## config.mk

```make
export PLATFORM = sky130hd
export DESIGN_NAME = adc_table_to_signed_temperature_flat
export DESIGN_NICKNAME = d
export VERILOG_FILES = /design/src/sv/atst_pkg.sv /design/src/sv/atst_in_if.sv /design/src/sv/atst_out_if.sv /design/src/sv/atst_dp.sv /design/src/sv/atst_ctrl.sv /design/src/sv/adc_table_to_signed_temperature.sv /design/src/flat_wrapper.sv
export VERILOG_INCLUDE_DIRS = /design/src /design/src/sv
export SDC_FILE = /design/constraint.sdc
export NUM_CORES = 1
export LEC_CHECK = 0
export ABC_CLOCK_PERIOD_IN_PS = 5000
export BUFFER_PORTS_ARGS = -buffer_cell sky130_fd_sc_hd__buf_4
export CAP_MARGIN = 30
export CORE_ASPECT_RATIO = 1.4
export CORE_MARGIN = 2
export CORE_UTILIZATION = 25
export CTS_CLUSTER_DIAMETER = 100
export CTS_CLUSTER_SIZE = 8
export DETAILED_ROUTE_END_ITERATION = 10
export GPL_TIMING_DRIVEN = 0
export MAX_ROUTING_LAYER = met4
export SLEW_MARGIN = 5
export SYNTH_ARGS = -nofsm -noshare
export SYNTH_HDL_FRONTEND = slang
export SYNTH_SLANG_ARGS = --single-unit
```

## constraint.sdc

```tcl
create_clock -name clk -period 5 [get_ports clk]
set_input_delay 0.5 -clock clk [delete_from_list [all_inputs] [get_ports clk]]
set_output_delay 0.5 -clock clk [all_outputs]
set_load 0.01 [all_outputs]
```

## src/sv/adc_table_to_signed_temperature_macros.svh

```systemverilog
// Assertion macros used by the thermistor lookup controller.
// Expects clk and arst_n in the scope of each use.
`ifndef ADC_TABLE_TO_SIGNED_TEMPERATURE_MACROS_SVH
`define ADC_TABLE_TO_SIGNED_TEMPERATURE_MACROS_SVH

// Same-cycle implication, checked out of reset.
`define ATST_ASSERT_NOW(label, ante, cons, msg) \
	label: assert property (@(posedge clk) disable iff (!arst_n) (ante) |-> (cons)) \
		else $error(msg);

// Next-cycle implication, checked out of reset.
`define ATST_ASSERT_NEXT(label, ante, cons, msg) \
	label: assert property (@(posedge clk) disable iff (!arst_n) (ante) |=> (cons)) \
		else $error(msg);

`endif

```

## src/sv/atst_pkg.sv

```systemverilog
// Shared widths, voltage table, digit helpers and controller/datapath structs.
// No dependencies; every other file but the assertion macros header imports this package.
`default_nettype none
package atst_pkg;

	localparam int TABLE_DEPTH      = 61;
	localparam int NEGATIVE_ENTRIES = 10;
	localparam int STORED_ENTRIES   = 61;
	localparam int SEARCH_LIMIT     = (TABLE_DEPTH < STORED_ENTRIES) ? TABLE_DEPTH
	                                                                 : STORED_ENTRIES;
	localparam int IDX_W            = $clog2(SEARCH_LIMIT);

	localparam int CODE_W  = 8;
	localparam int SCALE_W = 5;
	localparam int PROD_W  = 13;
	localparam int VOLT_W  = 13;
	localparam int MAG_W   = 6;
	localparam int TENS_W  = 3;
	localparam int ONES_W  = 4;
	localparam int DIFF_W  = MAG_W + 1;

	localparam int ADC_SCALE_RESET = 19;
	localparam int DIGIT_BASE      = 10;

	typedef struct packed {
		logic load;    // capture code, form product, restart search
		logic step;    // advance to next table entry
		logic stop;    // freeze search, record hit flag
		logic commit;  // update held value and result register
	} atst_cmd_t;

	typedef struct packed {
		logic match;   // current entry at or below the product
		logic last;    // current entry is the last one searched
	} atst_sts_t;

	typedef struct packed {
		logic              is_negative;
		logic [MAG_W-1:0]  magnitude;
		logic [TENS_W-1:0] tens_digit;
		logic [ONES_W-1:0] ones_digit;
		logic              in_range;
	} atst_result_t;

	// Descending thermistor voltage table; unstored slots never match.
	function automatic logic [VOLT_W-1:0] volt_entry(input logic [5:0] idx);
		logic [VOLT_W-1:0] v;
		case (idx)
			6'd0:  v = 13'd4132;  6'd1:  v = 13'd4098;  6'd2:  v = 13'd4063;
			6'd3:  v = 13'd4026;  6'd4:  v = 13'd3988;  6'd5:  v = 13'd3949;
			6'd6:  v = 13'd3908;  6'd7:  v = 13'd3866;  6'd8:  v = 13'd3823;
			6'd9:  v = 13'd3779;  6'd10: v = 13'd3733;  6'd11: v = 13'd3686;
			6'd12: v = 13'd3639;  6'd13: v = 13'd3590;  6'd14: v = 13'd3540;
			6'd15: v = 13'd3489;  6'd16: v = 13'd3437;  6'd17: v = 13'd3385;
			6'd18: v = 13'd3331;  6'd19: v = 13'd3277;  6'd20: v = 13'd3222;
			6'd21: v = 13'd3166;  6'd22: v = 13'd3110;  6'd23: v = 13'd3054;
			6'd24: v = 13'd2997;  6'd25: v = 13'd2940;  6'd26: v = 13'd2882;
			6'd27: v = 13'd2824;  6'd28: v = 13'd2767;  6'd29: v = 13'd2709;
			6'd30: v = 13'd2651;  6'd31: v = 13'd2593;  6'd32: v = 13'd2536;
			6'd33: v = 13'd2478;  6'd34: v = 13'd2421;  6'd35: v = 13'd2365;
			6'd36: v = 13'd2309;  6'd37: v = 13'd2253;  6'd38: v = 13'd2198;
			6'd39: v = 13'd2143;  6'd40: v = 13'd2089;  6'd41: v = 13'd2036;
			6'd42: v = 13'd1984;  6'd43: v = 13'd1932;  6'd44: v = 13'd1881;
			6'd45: v = 13'd1831;  6'd46: v = 13'd1782;  6'd47: v = 13'd1734;
			6'd48: v = 13'd1686;  6'd49: v = 13'd1640;  6'd50: v = 13'd1594;
			6'd51: v = 13'd1550;  6'd52: v = 13'd1506;  6'd53: v = 13'd1464;
			6'd54: v = 13'd1422;  6'd55: v = 13'd1381;  6'd56: v = 13'd1341;
			6'd57: v = 13'd1303;  6'd58: v = 13'd1265;  6'd59: v = 13'd1228;
			6'd60: v = 13'd1192;
			default: v = '1;  // above any product
		endcase
		return v;
	endfunction

	// Tens digit of a 6-bit value by compare chain.
	function automatic logic [TENS_W-1:0] tens_of(input logic [MAG_W-1:0] m);
		logic [TENS_W-1:0] t;
		if (m >= MAG_W'(60)) t = TENS_W'(6);
		else if (m >= MAG_W'(50)) t = TENS_W'(5);
		else if (m >= MAG_W'(40)) t = TENS_W'(4);
		else if (m >= MAG_W'(30)) t = TENS_W'(3);
		else if (m >= MAG_W'(20)) t = TENS_W'(2);
		else if (m >= MAG_W'(10)) t = TENS_W'(1);
		else t = '0;
		return t;
	endfunction

	function automatic logic [ONES_W-1:0] ones_of(input logic [MAG_W-1:0] m,
	                                             input logic [TENS_W-1:0] t);
		logic [MAG_W-1:0] r;
		r = m - MAG_W'(MAG_W'(t) * MAG_W'(DIGIT_BASE));
		return ONES_W'(r);
	endfunction

endpackage
`default_nettype wire

```

## src/sv/atst_in_if.sv

```systemverilog
// Input channel: valid/ready handshake carrying one converter code.
// Depends on atst_pkg for the code width.
`default_nettype none
interface atst_in_if;
	import atst_pkg::*;
	logic              valid;
	logic              ready;
	logic [CODE_W-1:0] adc_code;

	modport source (output valid, output adc_code, input ready);
	modport sink (input valid, input adc_code, output ready);
endinterface
`default_nettype wire

```

## src/sv/atst_out_if.sv

```systemverilog
// Output channel: valid/ready handshake carrying one temperature result.
// Depends on atst_pkg for field widths.
`default_nettype none
interface atst_out_if;
	import atst_pkg::*;
	logic              valid;
	logic              ready;
	logic              is_negative;
	logic [MAG_W-1:0]  magnitude;
	logic [TENS_W-1:0] tens_digit;
	logic [ONES_W-1:0] ones_digit;
	logic              in_range;

	modport source (output valid, output is_negative, output magnitude,
		output tens_digit, output ones_digit, output in_range, input ready);
	modport sink (input valid, input is_negative, input magnitude,
		input tens_digit, input ones_digit, input in_range, output ready);
endinterface
`default_nettype wire

```

## src/sv/atst_dp.sv

```systemverilog
// Datapath: scale register, product, table index, held temperature, result register.
// Depends on atst_pkg; driven by atst_ctrl through atst_cmd_t.
`default_nettype none
module atst_dp (
	input  wire logic                       clk,
	input  wire logic                       arst_n,
	input  wire atst_pkg::atst_cmd_t        cmd,
	output atst_pkg::atst_sts_t             sts,
	input  wire logic [atst_pkg::CODE_W-1:0]  adc_code,
	input  wire logic                       cfg_we,
	input  wire logic [atst_pkg::SCALE_W-1:0] cfg_wdata,
	output atst_pkg::atst_result_t          result
);
	import atst_pkg::*;

	logic [SCALE_W-1:0] adc_scale_q;
	logic [PROD_W-1:0]  scaled_q;
	logic [IDX_W-1:0]   idx_q;
	logic               hit_q;
	logic [MAG_W-1:0]   held_mag_q;
	logic               held_neg_q;
	atst_result_t       result_q;

	logic [VOLT_W-1:0]  entry;
	logic [DIFF_W-1:0]  idx_x;
	logic [DIFF_W-1:0]  neg_x;
	logic [DIFF_W-1:0]  diff;
	logic               found_neg;
	logic [MAG_W-1:0]   next_mag;
	logic               next_neg;

	assign entry     = volt_entry(6'(idx_q));
	assign sts.match = ({1'b0, scaled_q} >= {1'b0, entry});
	assign sts.last  = (idx_q == IDX_W'(SEARCH_LIMIT - 1));

	// Map table index to signed temperature
	assign idx_x     = DIFF_W'(idx_q);
	assign neg_x     = DIFF_W'(NEGATIVE_ENTRIES);
	assign found_neg = (idx_x < neg_x);
	assign diff      = found_neg ? (neg_x - idx_x) : (idx_x - neg_x);
	assign next_mag  = hit_q ? diff[MAG_W-1:0] : held_mag_q;
	assign next_neg  = hit_q ? found_neg : held_neg_q;

	always_ff @(posedge clk or negedge arst_n) begin
		if (!arst_n) begin
			adc_scale_q <= SCALE_W'(ADC_SCALE_RESET);
			idx_q       <= '0;
			hit_q       <= 1'b0;
			held_mag_q  <= '0;
			held_neg_q  <= 1'b0;
		end else begin
			if (cfg_we) begin
				adc_scale_q <= cfg_wdata;
			end
			if (cmd.load) begin
				idx_q <= '0;
			end else if (cmd.step) begin
				idx_q <= idx_q + IDX_W'(1);
			end
			if (cmd.stop) begin
				hit_q <= sts.match;
			end
			if (cmd.commit) begin
				held_mag_q <= next_mag;
				held_neg_q <= next_neg;
			end
		end
	end

	always_ff @(posedge clk) begin
		if (cmd.load) begin
			scaled_q <= PROD_W'(adc_code) * PROD_W'(adc_scale_q);
		end
		if (cmd.commit) begin
			result_q.is_negative <= next_neg;
			result_q.magnitude   <= next_mag;
			result_q.tens_digit  <= tens_of(next_mag);
			result_q.ones_digit  <= ones_of(next_mag, tens_of(next_mag));
			result_q.in_range    <= hit_q;
		end
	end

	assign result = result_q;

endmodule
`default_nettype wire

```

## src/sv/atst_ctrl.sv

```systemverilog
// Controller: accepts a code, steps the table search, hands the result to the output.
// Depends on atst_pkg and the assertion macros header.
`default_nettype none
module atst_ctrl (
	input  wire logic                clk,
	input  wire logic                arst_n,
	input  wire logic                in_valid,
	output logic                     in_ready,
	output logic                     out_valid,
	input  wire logic                out_ready,
	input  wire atst_pkg::atst_sts_t sts,
	output atst_pkg::atst_cmd_t      cmd
);
	import atst_pkg::*;
	`include "adc_table_to_signed_temperature_macros.svh"

	localparam logic [1:0] ST_IDLE   = 2'd0;
	localparam logic [1:0] ST_SEARCH = 2'd1;
	localparam logic [1:0] ST_EMIT   = 2'd2;

	logic [1:0] state_q;
	logic [1:0] state_d;
	logic       out_valid_q;
	logic       slot_free;

	assign in_ready  = (state_q == ST_IDLE);
	assign out_valid = out_valid_q;
	assign slot_free = !out_valid_q || out_ready;

	always_comb begin
		cmd     = '0;
		state_d = state_q;
		case (state_q)
			ST_IDLE: begin
				if (in_valid) begin
					cmd.load = 1'b1;
					state_d  = ST_SEARCH;
				end
			end
			ST_SEARCH: begin
				if (sts.match || sts.last) begin
					cmd.stop = 1'b1;
					state_d  = ST_EMIT;
				end else begin
					cmd.step = 1'b1;
				end
			end
			ST_EMIT: begin
				// hold until the result register can take a new transaction
				if (slot_free) begin
					cmd.commit = 1'b1;
					state_d    = ST_IDLE;
				end
			end
			default: begin
				state_d = ST_IDLE;
			end
		endcase
	end

	always_ff @(posedge clk or negedge arst_n) begin
		if (!arst_n) begin
			state_q     <= ST_IDLE;
			out_valid_q <= 1'b0;
		end else begin
			state_q <= state_d;
			if (cmd.commit) begin
				out_valid_q <= 1'b1;
			end else if (out_ready) begin
				out_valid_q <= 1'b0;
			end
		end
	end

	`ATST_ASSERT_NEXT(a_accept_starts_search, in_valid && in_ready, state_q == ST_SEARCH, "accepted code did not start a search")
	`ATST_ASSERT_NEXT(a_commit_shows_result, cmd.commit, out_valid, "committed result not presented")
	`ATST_ASSERT_NOW(a_no_step_past_end, state_q == ST_SEARCH, !(cmd.step && sts.last), "search stepped past last entry")
	`ATST_ASSERT_NEXT(a_emit_waits, state_q == ST_EMIT && out_valid_q && !out_ready, state_q == ST_EMIT && out_valid, "result overwritten while output stalled")

endmodule
`default_nettype wire

```

## src/sv/adc_table_to_signed_temperature.sv

```systemverilog
// A code is accepted only while idle; the controller then walks the table, comparing one
// table entry per cycle until an entry matches or the last one is reached, and commits the result
// once the output slot is free, so a new code is not taken before the last result is committed.
// Reset (arst_n low, asynchronous): scale returns to 19, held temperature to +0, output empty.
// Depends on atst_pkg, atst_in_if, atst_out_if, atst_ctrl and atst_dp.
`default_nettype none
module adc_table_to_signed_temperature (
	input  wire logic                         clk,
	input  wire logic                         arst_n,
	atst_in_if.sink                           sample,
	atst_out_if.source                        result,
	input  wire logic                         cfg_we,
	input  wire logic [atst_pkg::SCALE_W-1:0] cfg_wdata
);
	import atst_pkg::*;

	atst_cmd_t    cmd;
	atst_sts_t    sts;
	atst_result_t res;

	atst_ctrl u_ctrl (
		.clk       (clk),
		.arst_n    (arst_n),
		.in_valid  (sample.valid),
		.in_ready  (sample.ready),
		.out_valid (result.valid),
		.out_ready (result.ready),
		.sts       (sts),
		.cmd       (cmd)
	);

	atst_dp u_dp (
		.clk       (clk),
		.arst_n    (arst_n),
		.cmd       (cmd),
		.sts       (sts),
		.adc_code  (sample.adc_code),
		.cfg_we    (cfg_we),
		.cfg_wdata (cfg_wdata),
		.result    (res)
	);

	assign result.is_negative = res.is_negative;
	assign result.magnitude   = res.magnitude;
	assign result.tens_digit  = res.tens_digit;
	assign result.ones_digit  = res.ones_digit;
	assign result.in_range    = res.in_range;

endmodule
`default_nettype wire
```

## src/flat_wrapper.sv

```systemverilog
// flat-port wrapper written by rule: the top's interface ports become plain ports
module adc_table_to_signed_temperature_flat import atst_pkg::*;
  (clk, arst_n, cfg_we, cfg_wdata, sample_valid, sample_adc_code, sample_ready, result_valid, result_is_negative, result_magnitude, result_tens_digit, result_ones_digit, result_in_range, result_ready);
  atst_in_if sample_i ();
  atst_out_if result_i ();
  input  wire logic clk;
  input  wire logic arst_n;
  input  wire logic cfg_we;
  input  wire logic [atst_pkg::SCALE_W-1:0] cfg_wdata;
  input wire logic [$bits(sample_i.valid)-1:0] sample_valid;
  input wire logic [$bits(sample_i.adc_code)-1:0] sample_adc_code;
  output wire logic [$bits(sample_i.ready)-1:0] sample_ready;
  output wire logic [$bits(result_i.valid)-1:0] result_valid;
  output wire logic [$bits(result_i.is_negative)-1:0] result_is_negative;
  output wire logic [$bits(result_i.magnitude)-1:0] result_magnitude;
  output wire logic [$bits(result_i.tens_digit)-1:0] result_tens_digit;
  output wire logic [$bits(result_i.ones_digit)-1:0] result_ones_digit;
  output wire logic [$bits(result_i.in_range)-1:0] result_in_range;
  input wire logic [$bits(result_i.ready)-1:0] result_ready;
  assign sample_i.valid = sample_valid;
  assign sample_i.adc_code = sample_adc_code;
  assign sample_ready = sample_i.ready;
  assign result_valid = result_i.valid;
  assign result_is_negative = result_i.is_negative;
  assign result_magnitude = result_i.magnitude;
  assign result_tens_digit = result_i.tens_digit;
  assign result_ones_digit = result_i.ones_digit;
  assign result_in_range = result_i.in_range;
  assign result_i.ready = result_ready;
  adc_table_to_signed_temperature u_core (.clk(clk), .arst_n(arst_n), .sample(sample_i), .result(result_i), .cfg_we(cfg_we), .cfg_wdata(cfg_wdata));
endmodule
```

; Word-level counts from Yosys, hierarchy flattened
; Memories as Yosys holds them, arrays and structs flattened.
; Cells that the tools add are included.
[op_classes]
add_sub_neg = 4
n_mul = 2
order_cmp = 8
eq_ne = 6
n_mux = 25
reduce_logical = 7
[ops]
columns = cell, count
row1 = $mux W6, 4
row2 = $ge A6 B6 Y1 const B, 3
row3 = $mux W3, 5
row4 = $ge A13 B13 Y1, 1
row5 = $mul A8 B5 Y13, 1
row6 = $ge A6 B5 Y1 const B, 2
row7 = $mux W1, 10
row8 = $mux W2, 5
row9 = $add A6 B1 Y6 const B, 1
row10 = $eq A6 B6 Y1 const B, 1
row11 = $ge A6 B4 Y1 const B, 1
row12 = $lt A6 B4 Y1 const B, 1
row13 = $ne A2 B2 Y1 const B, 3
row14 = $pmux W2 S3, 1
row15 = $sub A4 B6 Y6 const A, 1
row16 = $sub A6 B4 Y6 const B, 1
row17 = $reduce_bool A2 Y1, 2
row18 = $sub A4 B4 Y4, 1
row19 = $mul A3 B3 Y3 const B, 1
row20 = $reduce_and A3 Y1, 1
row21 = $eq A2 B1 Y1 const B, 1
row22 = $eq A2 B2 Y1 const B, 1
row23 = $logic_not A2 Y1, 1
row24 = $logic_or A1 B1 Y1, 2
row25 = $logic_not A1 Y1, 1
[totals]
register_bits = 50
mem_bits_ro = 832
out_inout_bits = 17
n_memories = 1
[mem_list]
columns = name, depth, width, rd, rd_ports_with_merged_regs, write_ports, line
row1 = (name not given), 64, 13, 1, 0, 0, atst_pkg.sv:48  ; case (idx)

; Depth between registers and ports, before layout
[depth]
word_depth = 13
depth_mapped = 18
depth_no_buf = 17

; Cells and area by module
; From an unflattened synthesis, not the netlist that was laid out.
[hier_totals]
cells_unflattened = 534
hier_area_um2 = 4782.1
[by_module_without_submodules]
columns = mod, instances, cells_each, area_per_inst_um2, seq_area_each_um2
row1 = atst_dp, 1, 518, 4619.4, 1290.0
row2 = atst_ctrl, 1, 16, 162.7, 75.1

; Worst setup path before layout
; No wires, ideal clock.
[synth_path]
path_type = register -> register
from = reg u_core.u_dp.adc_scale_q[4]
to = reg u_core.u_dp.scaled_q[12], data pin
arrival_time_ps = 3927
t_required_ps = 4742
slack_ps = 815
stages_incl_launch_ff = 15
path_buffers = 0
period_less_slack_ps = 4185
cell_sequence = dfstp_2 > nand2_1 > fa_1 > fa_1 > fa_1 > inv_1 > ha_1 > a21o_1 > a21oi_2 > nor2b_1 > o21a_1 > or4_4 > a31o_1 > a21oi_2 > xnor2_1
[synth_via]
elab_chain_len = 1
[synth_rtl]
columns = element, line
row1 = "start, declared", atst_dp.sv:16  ; logic [SCALE_W-1:0] adc_scale_q;
row2 = "start signal, assigned", atst_dp.sv:46  ; adc_scale_q <= SCALE_W'(ADC_SCALE_RESET);
row3 = "start signal, assigned", atst_dp.sv:53  ; adc_scale_q <= cfg_wdata;
row4 = $mul A8 B5 Y13, atst_dp.sv:72  ; scaled_q <= PROD_W'(adc_code) * PROD_W'(adc_scale_q);
row5 = "end signal, assigned", atst_dp.sv:72
row6 = "end, declared", atst_dp.sv:17  ; logic [PROD_W-1:0] scaled_q;
; Every way passes these cells.
; A chain may end at the register's enable or synchronous reset.

; Worst setup path in the final report
[layout_path]
from = reg u_core.u_dp.idx_q[1]
to = reg u_core.u_dp.idx_q[5]
[layout_via]
elab_chain_len = 6
[layout_rtl]
columns = element, line
row1 = "start, declared", atst_dp.sv:18  ; logic [IDX_W-1:0] idx_q;
row2 = "start signal, assigned", atst_dp.sv:58  ; idx_q <= idx_q + IDX_W'(1);
row3 = $mem_v2 Z64 W13, --
row4 = $ge A13 B13 Y1, atst_dp.sv:33  ; assign sts.match = ({1'b0, scaled_q} >= {1'b0, entry});
row5 = $logic_or A1 B1 Y1, atst_ctrl.sv:41  ; if (sts.match || sts.last) begin
row6 = $mux W1, atst_ctrl.sv:41
row7 = $mux W2, atst_ctrl.sv:33  ; case (state_q)
row8 = $reduce_bool A2 Y1 (no line), --
; Several ways; a longest one is shown, not always the timed one. The select of a mux whose other input is x is not followed.

==> flow_summary.ini <==
[sta]
hold_ws_ns = 0.0869
worst_pin_slew_ns = 0.629
timing.setup.tns_ns = 0
hold_viol_final = 0
setup_viol = 0
finClkSkew_ns = 0.00806
final-max-slew-violation-count = 0
worst_slack_ns = 0.339
fin_crit_sh = 0.932
max_slew_margin = 0.580
period_needed_ns = 4.66
rsz0062_at_grt = no
fmax_mhz = 215

[routing]
vias = 4232
drc = 0
wirelength_microns = 12900
dr.pass1.iters = 5
viasPerCell = 5.05
routedWlPerCell_microns = 15.4
ant_nets = 0
detail_route.iter0.violations = 354

[global_routing]
grt-ovfl-total = 0
antenna_found_initial = 0
grt_pass1_wl_microns = 20700
grt.total_usage = 0.130
grt_pass1_vias = 4262
grt_max_degree = 23

[critical_path]
cpPeakStageDelay_ns = 0.52
cp_max_fo = 12
cp.arrival_ns = 4.86
slowest_stage = or4_1
end_kind = flip-flop
cp_common_cell = a21oi_1
cp_top_family = compound AO/OA/AOI/OAI gates
path_class = reg2reg
cp-start-kind = flip-flop
path_cells = clkbuf_2 -> inv_1 -> ha_1 -> clkbuf_1 -> a21oi_1 -> a21oi_1 -> mux4_2 -> ha_1 -> a21o_1 -> a21o_1 -> a21oi_1 -> o211a_1 -> nand2_1 -> or4_1 -> a21oi_1
worst-path-buf-inv = 3
cp.required_ns = 5.20

[power_and_ir_drop]
p_total_mw = 2.64
powerDensity_mw_per_mm2 = 477
ir_drop_mv = 0.245
p_leak_nw = 2.42

[synth]
synth_ff_type = edfxtp_1
synth_area_sq_mm = 0.00482
syn_nets = 636
synth_cell_types = 63
syn_area_per_cell_sq_um = 8.79
ys_seq_area_frac = 0.283
postSynth.asyncResetShare = 0.449
synth_edf_count = 27
synth_cells = 548
ys_ff_latch = 49
synth.yosys.warnings = 0

[placement]
gp_congestion = 0.963
pre_cts_slack_ns = -0.0545
hpwl_microns = 10100
io_buffers = 34

[layout]
diodes = 0
nets = 677
area_delta_synth_final_pct = 14.8
fillers = 2088
drive_above_1_share = 0.131

[clock_tree]
htreeDepth = 2
cts_buffers = 5
clock-sinks = 49
clock_latency_ns = 0.29
cts_buffer_depth = 2
cts_tree = done
post-cts-setup-buffers = 0
clk_pin_slew_ns = 0.07
root_buffer = clkbuf_16

[floorplan]
rows = 60
die_w_microns = 121
fp.dieH_microns = 168
core_sq_mm = 0.0191
dieArea_sq_mm = 0.0204
start_util = 0.253
ios = 35

[flow_run]
maxCapViolations = 0

[min_path]
hp-class = in2async

[status]
outcome = finished clean
## Yosys cell counts (4+ instances only)
cell type,n,share of area
a211oi_1,7,0.011
ha_1,51,0.13
edfxtp_1,27,0.17
fa_1,19,0.079
mux2i_1,4,0.0083
dfrtp_1,19,0.099
a21o_1,13,0.020
and2_1,27,0.035
nor3_1,14,0.015
nand2_1,59,0.046
buf_2,5,0.0052
nor2b_1,5,0.0065
inv_1,41,0.032
clkbuf_1,19,0.015
nand2b_1,8,0.010
nor2_1,43,0.034
o22ai_1,6,0.0078
nand3_1,12,0.012
xnor2_1,12,0.022
mux2_2,7,0.016
a21oi_1,33,0.034
o21ai_0,44,0.046
## cells in the final DEF (no fill, tap or decap), types with 4 or more instances in the layout
| master | n |
|---|---|
| nand3_1 | 12 |
| nor2_1 | 43 |
| and2_1 | 27 |
| a21o_1 | 13 |
| xnor2_1 | 12 |
| clkbuf_16 | 5 |
| a21oi_1 | 33 |
| mux2i_1 | 4 |
| buf_2 | 5 |
| edfxtp_1 | 27 |
| nand2_1 | 59 |
| o21ai_0 | 44 |
| mux2_2 | 7 |
| buf_4 | 37 |
| inv_1 | 41 |
| dfrtp_1 | 18 |
| ha_1 | 51 |
| nand2b_1 | 8 |
| nor2b_1 | 5 |
| clkbuf_1 | 17 |
| nor3_1 | 14 |
| fa_1 | 19 |
| a211oi_1 | 7 |
| o22ai_1 | 6 |
## state kept, by name, indices dropped and copies added, names as in the netlist
name	count
u_core.u_dp.held_neg_q	1
u_core.u_dp.hit_q	1
u_core.u_dp.adc_scale_q	5
u_core.u_dp.result	14
u_core.u_dp.idx_q	6
u_core.u_dp.held_mag_q	6
u_core.u_ctrl.state_q	2
u_core.u_dp.scaled_q	13
u_core.u_ctrl.out_valid	1
## kinds of logic (layout without fill, tap and decap cells)
kind of cell,after synthesis,in the layout,share of synthesized area
multiplexers,14,14,0.0387
adder cells (fa/ha/maj),70,70,0.211
XOR/XNOR,15,15,0.0273
AO/OA/AOI/OAI,144,144,0.196
buffers and inverters,72,114,0.0597
flip-flops,49,49,0.283
AND/OR/NAND/NOR,184,184,0.183
## repair_timing
action                     4_1_cts  5_1_grt
setup endpoints to repair        1        2
gates resized for setup          1        5
hold buffers                     0        0
## worst register-to-register path: stages (launching register included)
cell and delay (ns):
dfrtp_2 0.51, clkbuf_2 0.26, inv_1 0.34, ha_1 0.42, clkbuf_1 0.46, a21oi_1 0.14
a21oi_1 0.33, mux4_2 0.33, ha_1 0.25, a21o_1 0.16, a21o_1 0.16, a21oi_1 0.18
o211a_1 0.17, nand2_1 0.19, or4_1 0.52, a21oi_1 0.16
## final cells by class
cell class                 instances  area (sq um)  area share
timing repair buffer              34           255      0.0461
tap                              248           310      0.0561
clock inverter                     2          15.0     0.00271
inverter                          42           158      0.0285
sequential                        49          1370       0.247
buffer                            30           134      0.0242
multi-input combinational        427          3160       0.572
clock buffer                       6           129      0.0233
## final timing paths
path / from / endpoint / slack, ns / depth (start not counted)
max in group asynchronous: arst_n / u_core.u_dp.adc_scale_q[1]$_DFFE_PN1P_ / 4.62 / 1
min in group clk: cfg_wdata[4] / u_core.u_dp.adc_scale_q[4]$_DFFE_PN1P_ / 0.44 / 2
hold / removal: arst_n / u_core.u_dp.held_neg_q$_DFFE_PN0P_ / 0.09 / 1
setup / recovery: u_core.u_dp.idx_q[1]$_DFFE_PN0P_ / u_core.u_dp.idx_q[5]$_DFFE_PN0P_ / 0.34 / 15
hold reg to reg: u_core.u_dp.held_mag_q[0]$_DFFE_PN0P_ / u_core.u_dp.held_mag_q[0]$_DFFE_PN0P_ / 0.48 / 2
setup reg to reg: u_core.u_dp.idx_q[1]$_DFFE_PN0P_ / u_core.u_dp.idx_q[5]$_DFFE_PN0P_ / 0.34 / 15
## per-stage QoR
stage / area, sq um / utilization / std cells
2_1_floorplan: 4820 / - / 548
3_5_place_dp: 5380 / 0.282 / 830
3_3_place_gp: 5380 / 0.282 / 830
5_1_grt: 5530 / 0.290 / 838
6_report: 5530 / 0.290 / 838
4_1_cts: 5530 / 0.290 / 838
## power breakdown
part           switching, mW  total, mW  internal, mW
Combinational          0.962       1.62         0.656
Sequential            0.0764      0.688         0.612
Clock                  0.144      0.330         0.186
## routing by layer
metal	up-vias	global-route usage	share of wire
met2	185	0.219	0.49
met1	1978	0.142	0.39
met5	-	-	0
li1	2003	-	-
met3	66	0.0119	0.053
met4	0	0.0915	0.065
Power figures use the tool's default switching activity.
